`config.mk`:
```
export PLATFORM = sky130hd
export DESIGN_NAME = barometric_sensor_compensation
export DESIGN_NICKNAME = d
export VERILOG_FILES = /design/src/hw/rtl/bsc_pkg.sv /design/src/hw/rtl/bsc_divider.sv /design/src/hw/rtl/barometric_sensor_compensation.sv
export VERILOG_INCLUDE_DIRS = /design/src /design/src/hw/rtl
export SDC_FILE = /design/constraint.sdc
export NUM_CORES = 2
export LEC_CHECK = 0
export BUFFER_PORTS_ARGS = -buffer_cell sky130_fd_sc_hd__buf_2
export CORE_UTILIZATION = 50
export CTS_BUF_LIST = sky130_fd_sc_hd__clkbuf_8
export DETAILED_ROUTE_END_ITERATION = 7
export GPL_ROUTABILITY_DRIVEN = 0
export PLACE_DENSITY = 0.66
export SYNTH_ARGS = -nofsm -noshare
export SYNTH_HDL_FRONTEND = slang
export SYNTH_HIERARCHICAL = 1
export SYNTH_SLANG_ARGS = --single-unit
```
`constraint.sdc`:
```
create_clock -name clk -period 24.7 [get_ports clk]
set_input_delay 1.235 -clock clk [delete_from_list [all_inputs] [get_ports clk]]
set_output_delay 1.235 -clock clk [all_outputs]
set_load 0.02 [all_outputs]
```
`src/hw/rtl/assert_macros.svh`:
```
// Assertion helpers used by the RTL.
`ifndef ASSERT_MACROS_SVH
`define ASSERT_MACROS_SVH

// Implication checked at every rising clock edge outside reset.
`define ASSERT_IMPL(label, clk, rst_n, ante, cons) \
    label: assert property (@(posedge clk) disable iff (!rst_n) (ante) |-> (cons)) \
        else $error("assertion failed");

// Next-cycle implication checked at every rising clock edge outside reset.
`define ASSERT_NEXT(label, clk, rst_n, ante, cons) \
    label: assert property (@(posedge clk) disable iff (!rst_n) (ante) |=> (cons)) \
        else $error("assertion failed");

`endif

```
`src/hw/rtl/bsc_pkg.sv`:
```
package bsc_pkg;

    typedef struct packed {
        logic        mode;
        logic [23:0] raw_value;
    } bsc_in_t;

    typedef struct packed {
        logic               result_kind;
        logic signed [31:0] result_value;
        logic               fault;
    } bsc_out_t;

    localparam int CFG_WIDTH = 48;
    localparam int CFG_INDEX_WIDTH = 3;

    localparam logic [2:0] REG_ABC  = 3'd0;
    localparam logic [2:0] REG_456  = 3'd1;
    localparam logic [2:0] REG_B12  = 3'd2;
    localparam logic [2:0] REG_MCMD = 3'd3;
    localparam logic [2:0] REG_OSS  = 3'd4;

    // Sequencer steps: each uses the multiplier at most once, or runs the divider.
    typedef enum logic [5:0] {
        S_IDLE,
        S_T1, S_T2, S_T3, S_TDIV, S_T4,
        S_P1, S_P2, S_P3, S_P4, S_P5, S_P6, S_P7, S_P8, S_P9,
        S_P10, S_PDIV, S_P11, S_P12, S_P13, S_P14, S_P15,
        S_OUT
    } bsc_state_t;

    // Divider request: unsigned 32 by 32.
    typedef struct packed {
        logic        start;
        logic [31:0] num;
        logic [31:0] den;
    } bsc_div_req_t;

    typedef struct packed {
        logic        done;
        logic [31:0] quot;
    } bsc_div_rsp_t;

    function automatic logic [31:0] sx16(input logic [15:0] v);
        return {{16{v[15]}}, v};
    endfunction

endpackage

```
`src/hw/rtl/bsc_divider.sv`:
```
module bsc_divider (
    input  logic                  clk,
    input  logic                  rst_n,
    input  bsc_pkg::bsc_div_req_t req,
    output bsc_pkg::bsc_div_rsp_t rsp
);
    import bsc_pkg::*;

    logic [31:0] quot_reg, quot_next;
    logic [31:0] rem_reg, rem_next;
    logic [31:0] den_reg, den_next;
    logic [5:0]  cnt_reg, cnt_next;
    logic        busy_reg, busy_next;
    logic        done_reg, done_next;
    logic [32:0] trial;

    always_comb
    begin
        quot_next = quot_reg;
        rem_next  = rem_reg;
        den_next  = den_reg;
        cnt_next  = cnt_reg;
        busy_next = busy_reg;
        done_next = 1'b0;
        trial     = {rem_reg, quot_reg[31]} - {1'b0, den_reg};
        if (req.start)
        begin
            quot_next = req.num;
            rem_next  = '0;
            den_next  = req.den;
            cnt_next  = 6'd32;
            busy_next = 1'b1;
        end
        else if (busy_reg)
        begin
            // restoring step: one quotient bit per cycle
            if (!trial[32])
                rem_next = trial[31:0];
            else
                rem_next = {rem_reg[30:0], quot_reg[31]};
            quot_next = {quot_reg[30:0], ~trial[32]};
            cnt_next  = cnt_reg - 6'd1;
            if (cnt_reg == 6'd1)
            begin
                busy_next = 1'b0;
                done_next = 1'b1;
            end
        end
    end

    always_ff @(posedge clk or negedge rst_n)
    begin
        if (!rst_n)
        begin
            busy_reg <= 1'b0;
            done_reg <= 1'b0;
            cnt_reg  <= '0;
        end
        else
        begin
            busy_reg <= busy_next;
            done_reg <= done_next;
            cnt_reg  <= cnt_next;
        end
    end

    always_ff @(posedge clk)
    begin
        quot_reg <= quot_next;
        rem_reg  <= rem_next;
        den_reg  <= den_next;
    end

    assign rsp.done = done_reg;
    assign rsp.quot = quot_reg;

endmodule

```
`src/hw/rtl/barometric_sensor_compensation.sv`:
```
// Barometric sensor compensation. Accepts one request at a time: a raw temperature
// (mode 0) or raw pressure (mode 1) reading, and returns one compensated result.
// Timing is set by the single shared 32x32 multiplier, used at most once per step,
// and by the bit-serial divider, whose wait state lasts until the division is done.
// A zero divisor cuts the run short. The block returns to idle after the result
// is taken and only then accepts the next request; output stall adds to the run,
// and the input stays stalled from acceptance until the result is taken. A
// temperature request with a nonzero divisor stores B5 for later pressure requests.
// A zero divisor sets fault with value 0.
// Calibration must be written by the user through the plain write port while the
// block is idle; the block itself does not enforce this.
module barometric_sensor_compensation (
    input  logic                                clk,
    input  logic                                rst_n,
    input  logic                                in_valid,
    output logic                                in_stall,
    input  bsc_pkg::bsc_in_t                    in_data,
    output logic                                out_valid,
    input  logic                                out_stall,
    output bsc_pkg::bsc_out_t                   out_data,
    input  logic                                cfg_we,
    input  logic [bsc_pkg::CFG_INDEX_WIDTH-1:0] cfg_index,
    input  logic [bsc_pkg::CFG_WIDTH-1:0]       cfg_data
);
    import bsc_pkg::*;
    `include "assert_macros.svh"

    logic [47:0] abc_reg, c456_reg;
    logic [31:0] b12_reg, mcmd_reg;
    logic [1:0]  oss_reg;

    always_ff @(posedge clk or negedge rst_n)
    begin
        if (!rst_n)
        begin
            abc_reg  <= '0;
            c456_reg <= '0;
            b12_reg  <= '0;
            mcmd_reg <= '0;
            oss_reg  <= '0;
        end
        else if (cfg_we)
        begin
            case (cfg_index)
                REG_ABC:  abc_reg  <= cfg_data;
                REG_456:  c456_reg <= cfg_data;
                REG_B12:  b12_reg  <= cfg_data[31:0];
                REG_MCMD: mcmd_reg <= cfg_data[31:0];
                REG_OSS:  oss_reg  <= cfg_data[1:0];
                default:  ;
            endcase
        end
    end

    logic [31:0] ac1, ac2, ac3, ac4, ac5, ac6, b1, b2, mc, md;
    assign ac1 = sx16(abc_reg[47:32]);
    assign ac2 = sx16(abc_reg[31:16]);
    assign ac3 = sx16(abc_reg[15:0]);
    assign ac4 = {16'd0, c456_reg[47:32]};
    assign ac5 = {16'd0, c456_reg[31:16]};
    assign ac6 = {16'd0, c456_reg[15:0]};
    assign b1  = sx16(b12_reg[31:16]);
    assign b2  = sx16(b12_reg[15:0]);
    assign mc  = sx16(mcmd_reg[31:16]);
    assign md  = sx16(mcmd_reg[15:0]);

    bsc_state_t  state_reg, state_next;
    logic [31:0] b5_reg, b5_next;
    logic        mode_reg, mode_next;
    logic [23:0] raw_reg, raw_next;
    logic [31:0] a_reg, a_next;   // scratch registers
    logic [31:0] b_reg, b_next;
    logic [31:0] c_reg, c_next;
    logic [31:0] d_reg, d_next;
    logic [31:0] e_reg, e_next;
    logic        neg_reg, neg_next;
    logic        fault_reg, fault_next;
    logic [31:0] val_reg, val_next;

    // shared multiplier, low 32 bits of the product
    logic [31:0] mul_a, mul_b, prod;
    logic [63:0] prod_full;
    assign prod_full = {32'd0, mul_a} * {32'd0, mul_b};
    assign prod = prod_full[31:0];

    // arithmetic right shift
    function automatic logic [31:0] asr(input logic [31:0] x, input logic [4:0] n);
        return 32'($signed(x) >>> n);
    endfunction

    bsc_div_req_t div_req;
    bsc_div_rsp_t div_rsp;
    bsc_divider u_div (.clk(clk), .rst_n(rst_n), .req(div_req), .rsp(div_rsp));

    logic [31:0] tmp, num, den_abs, qs;

    always_comb
    begin
        state_next = state_reg;
        b5_next    = b5_reg;
        mode_next  = mode_reg;
        raw_next   = raw_reg;
        a_next     = a_reg;
        b_next     = b_reg;
        c_next     = c_reg;
        d_next     = d_reg;
        e_next     = e_reg;
        neg_next   = neg_reg;
        fault_next = fault_reg;
        val_next   = val_reg;
        mul_a      = '0;
        mul_b      = '0;
        div_req    = '0;
        tmp        = '0;
        num        = '0;
        den_abs    = '0;
        qs         = div_rsp.quot;
        case (state_reg)
            S_IDLE:
            begin
                if (in_valid)
                begin
                    mode_next  = in_data.mode;
                    raw_next   = in_data.raw_value;
                    fault_next = 1'b0;
                    val_next   = '0;
                    state_next = in_data.mode ? S_P1 : S_T1;
                end
            end
            // temperature
            S_T1:
            begin
                mul_a = {16'd0, raw_reg[15:0]} - ac6;
                mul_b = ac5;
                a_next = asr(prod, 5'd15);           // X1
                state_next = S_T2;
            end
            S_T2:
            begin
                tmp = a_reg + md;
                b_next = tmp;
                if (tmp == '0)
                begin
                    fault_next = 1'b1;
                    state_next = S_OUT;
                end
                else
                    state_next = S_T3;
            end
            S_T3:
            begin
                num = mc << 11;
                den_abs = b_reg[31] ? -b_reg : b_reg;
                neg_next = num[31] ^ b_reg[31];
                div_req.start = 1'b1;
                div_req.num = num[31] ? -num : num;
                div_req.den = den_abs;
                state_next = S_TDIV;
            end
            S_TDIV:
            begin
                if (div_rsp.done)
                begin
                    qs = neg_reg ? -div_rsp.quot : div_rsp.quot;
                    b5_next = a_reg + qs;
                    state_next = S_T4;
                end
            end
            S_T4:
            begin
                val_next = asr(b5_reg + 32'd8, 5'd4);
                state_next = S_OUT;
            end
            // pressure
            S_P1:
            begin
                a_next = b5_reg - 32'd4000;          // B6
                state_next = S_P2;
            end
            S_P2:
            begin
                mul_a = a_reg; mul_b = a_reg;
                b_next = asr(prod, 5'd12);           // sq
                state_next = S_P3;
            end
            S_P3:
            begin
                mul_a = b2; mul_b = b_reg;
                c_next = asr(prod, 5'd11);           // X1
                state_next = S_P4;
            end
            S_P4:
            begin
                mul_a = ac2; mul_b = a_reg;
                c_next = c_reg + asr(prod, 5'd11);   // X3
                state_next = S_P5;
            end
            S_P5:
            begin
                tmp = (((ac1 << 2) + c_reg) << oss_reg) + 32'd2;
                // divide by 4 toward zero
                d_next = asr(tmp + (tmp[31] ? 32'd3 : 32'd0), 5'd2);  // B3
                state_next = S_P6;
            end
            S_P6:
            begin
                mul_a = ac3; mul_b = a_reg;
                c_next = asr(prod, 5'd13);
                state_next = S_P7;
            end
            S_P7:
            begin
                mul_a = b1; mul_b = b_reg;
                c_next = asr(c_reg + asr(prod, 5'd16) + 32'd2, 5'd2);  // X3
                state_next = S_P8;
            end
            S_P8:
            begin
                mul_a = ac4; mul_b = c_reg + 32'd32768;
                e_next = prod >> 15;                 // B4
                state_next = S_P9;
            end
            S_P9:
            begin
                mul_a = ({8'd0, raw_reg} >> (4'd8 - {2'd0, oss_reg})) - d_reg;
                mul_b = 32'd50000 >> oss_reg;
                c_next = prod;                       // B7
                state_next = S_P10;
            end
            S_P10:
            begin
                if (e_reg == '0)
                begin
                    fault_next = 1'b1;
                    state_next = S_OUT;
                end
                else
                begin
                    neg_next = c_reg[31];
                    div_req.start = 1'b1;
                    div_req.num = c_reg[31] ? c_reg : (c_reg << 1);
                    div_req.den = e_reg;
                    state_next = S_PDIV;
                end
            end
            S_PDIV:
            begin
                if (div_rsp.done)
                begin
                    a_next = neg_reg ? (div_rsp.quot << 1) : div_rsp.quot;  // p
                    state_next = S_P11;
                end
            end
            S_P11:
            begin
                mul_a = asr(a_reg, 5'd8); mul_b = asr(a_reg, 5'd8);
                b_next = prod;
                state_next = S_P12;
            end
            S_P12:
            begin
                mul_a = b_reg; mul_b = 32'd3038;
                b_next = asr(prod, 5'd16);
                state_next = S_P13;
            end
            S_P13:
            begin
                mul_a = 32'd0 - 32'd7357; mul_b = a_reg;
                c_next = asr(prod, 5'd16);
                state_next = S_P14;
            end
            S_P14:
            begin
                val_next = a_reg + asr(b_reg + c_reg + 32'd3791, 5'd4);
                state_next = S_OUT;
            end
            S_OUT:
            begin
                if (!out_stall)
                    state_next = S_IDLE;
            end
            default: state_next = S_IDLE;
        endcase
    end

    always_ff @(posedge clk or negedge rst_n)
    begin
        if (!rst_n)
        begin
            state_reg <= S_IDLE;
            b5_reg    <= '0;
        end
        else
        begin
            state_reg <= state_next;
            b5_reg    <= b5_next;
        end
    end

    always_ff @(posedge clk)
    begin
        mode_reg  <= mode_next;
        raw_reg   <= raw_next;
        a_reg     <= a_next;
        b_reg     <= b_next;
        c_reg     <= c_next;
        d_reg     <= d_next;
        e_reg     <= e_next;
        neg_reg   <= neg_next;
        fault_reg <= fault_next;
        val_reg   <= val_next;
    end

    // accept only when idle; hold the result until taken
    assign in_stall  = (state_reg != S_IDLE);
    assign out_valid = (state_reg == S_OUT);
    assign out_data.result_kind  = mode_reg;
    assign out_data.result_value = $signed(val_reg);
    assign out_data.fault        = fault_reg;

    `ASSERT_IMPL(a_excl, clk, rst_n, out_valid, in_stall)
    `ASSERT_IMPL(a_fault_zero, clk, rst_n, out_valid && out_data.fault,
        out_data.result_value == 0)
    `ASSERT_NEXT(a_hold, clk, rst_n, out_valid && out_stall, out_valid && $stable(out_data))

endmodule

```
==> impl_metrics.yaml <==
detailed_routing:
  avgViaCountPerCell: 6.43
  drc: 3
  vias: 53800
  drtIter0Drc: 6643
  first_pass_iters: 8
  ant_nets: 0
  wl_um: 220000
  routedWlPerCell_um: 26.3
cells_and_area:
  final_nets: 7732
  syn_to_final_growth_pct: 8.24
  nFillCells: 10700
  layout-drive-gt1-share_pct: 10.9
  finish.utilization_pct: 54.9
clock_tree:
  ctsHoldBuffers: 0
  clk_latency_ps: 800
  cts_tree: "yes"
  cts_buffer_depth: 3
  postCtsSetupRepairBufs: 0
  htree_levels: 3
  cts_sinks: 505
  cts-root-buf: "clkbuf_8"
  post_cts_resized: 0
  clk_transition_reported_paths_ps: 70
  cts-buffers-inserted: 92
place:
  io_buffers: 116
  pre_cts_ws_ps: 7680
  hpwlAfterDp_um: 165000
critical_path:
  crit_required_ps: 25210
  cp_slowest_cell: "ha_1"
  worstSetupEndpointType: "flop"
  cp_common_cell: "fa_1"
  critPathMaxStageDelay_ps: 780
  cp.arrival_ps: 17840
  cp-start-kind: "flop"
  path_max_fanout: 71
  critPathKind: "flop to flop"
timing:
  slew_viol_final: 0
  period_minus_slack_ps: 17330
  worstMarginPinSlew_ps: 1280
  fmaxAchievable_mhz: 57.7
  fin_ws_ps: 7370
  grt_setup_unrepaired: "false"
  finalHoldViolations: 0
  skew_ps: 89.0
  finalCritPeriodShare_pct: 70.2
  finalSetupTns_ps: 0
  setup_viol: 0
  slew_headroom_pct: 13.9
worst_hold_path:
  hold_class: "primary input to async pin"
synth:
  synth_top_area_share_pct: 14.4
  syn_area_um2: 59100
  yosys-top-cells-area: "fa_1 (14%), edfxtp_1 (14%), ha_1 (10%)"
  syn_inst: 6690
  ys_seq_elements: 505
  synth_top_area_cell: "fa_1"
  yosys_warnings: 6
  ys_types: 113
  synth.most_common_cell: "inv_1"
  avgSynthCellArea_um2: 8.84
  synth_top_flop_cell: "edfxtp_1"
  synth-async-reset-ratio_pct: 41.0
  ys_seq_area_share_pct: 23.4
  synthTopCellsByCount: "inv_1 (726), nor2_1 (649), nand2_1 (647)"
  synth-edff-count: 266
floorplanning:
  die_area_um2: 120000
  die_w_um: 346
  rows: 125
  die_y_um: 346
  core-area_um2: 117000
  floorplan.initialDensity_pct: 50.7
  io_pins: 117
global_route:
  grt_pass1_wl_um: 324000
  overflow: 0
  grt_max_degree: 85
  grtUsageTotal_pct: 36.1
  grt_pass1_vias: 50600
  antenna_found_initial: 19
status:
  failed_checks: "DRC"
  status: "finished, violations left"
flow_run:
  drv_cap: 0
[through the flow]
stage               hold slack [ps]  instance area, um2  instances
global placement                470               61800       8184
detailed placement              474               61800       8184
global route                    404               64000       8356
floorplan                       450               59100       6693
CTS                             372               64000       8354
finish                          388               64000       8372
[placed cells by master (no fill, tap or decap), types with 39 or more instances in the layout]
master    count
o22ai_1      55
or2_2        51
clkbuf_8    113
nand2b_1     84
ha_1        471
xnor2_1     277
nor2b_1      67
xor2_1      186
mux2i_1     141
and3_1       48
o21ai_0     304
o21a_1       39
nor2_1      640
fa_1        426
buf_2       115
edfxtp_1    266
inv_1       745
o31ai_1      42
nand2_1     646
a22oi_1      48
nand3_1     103
or3_1        59
mux2_2      194
a211oi_1     56
a21o_1       63
buf_4       149
nor3_1      116
a21oi_1     313
o211ai_1     42
nand4_1      39
dfrtp_1     205
o221ai_1     47
[critical path, delay by kind of cell, from the launching register on]
kind                       cells  cell delay, ps
buffers and inverters          8            1740
and+or+nand+nor                8            1850
DFF                            1             340
xor gates and xnor gates      13            2950
AOI/OAI and AO/OA             14            4300
adders and majority gates     12            5820
[layout make-up]
cell class	count	area, um2	share of cell area [%]
antenna	18	45.0	0.0704
tap	1524	1910	2.98
multi-input combinational	5163	41700	65.1
clock buffer	113	1560	2.43
timing repair buffer	265	1710	2.67
inverter	727	2730	4.26
clock inverter	57	569	0.890
sequential	505	13800	21.6
[worst paths after layout]
path | slack, ps | from | cells past startpoint | endpoint
hold reg to reg | 480 | u_div/rem_reg[26] | 2 | u_div/rem_reg[26]
max in group asynchronous | 22730 | rst_n | 2 | oss_reg[0]
setup reg to reg | 7370 | oss_reg[1] | 55 | c_reg[26]
setup / recovery | 7370 | oss_reg[1] | 55 | c_reg[26]
min in group clk | 480 | u_div/rem_reg[26] | 2 | u_div/rem_reg[26]
hold / removal | 390 | rst_n | 1 | b5_reg[18]
[cell families (layout without fill, tap and decap cells)]
group           Yosys count  after routing  share of synthesized area (%)
fa+ha+maj               897            897                           24.4
buf+inv                1025           1162                           6.61
flops                   505            505                           23.4
other cells               1             22                        0.00634
simple gates           2036           2036                           15.9
mux                     340            340                           6.27
compound gates         1414           1414                           16.2
xor+xnor                472            472                           7.20
[metal layers]
metal | track usage, % | part of all wire [%] | vias up
li1 | - | - | 23500
met1 | 47.2 | 38 | 26100
met2 | 51.7 | 41 | 3388
met3 | 11.4 | 13 | 841
met4 | 22.8 | 7.5 | 16
met5 | 0 | 0.042 | -
Power is left out: the tool's default activity adds up to more than one toggle a clock period on the data nets, which glitch-free logic cannot reach.
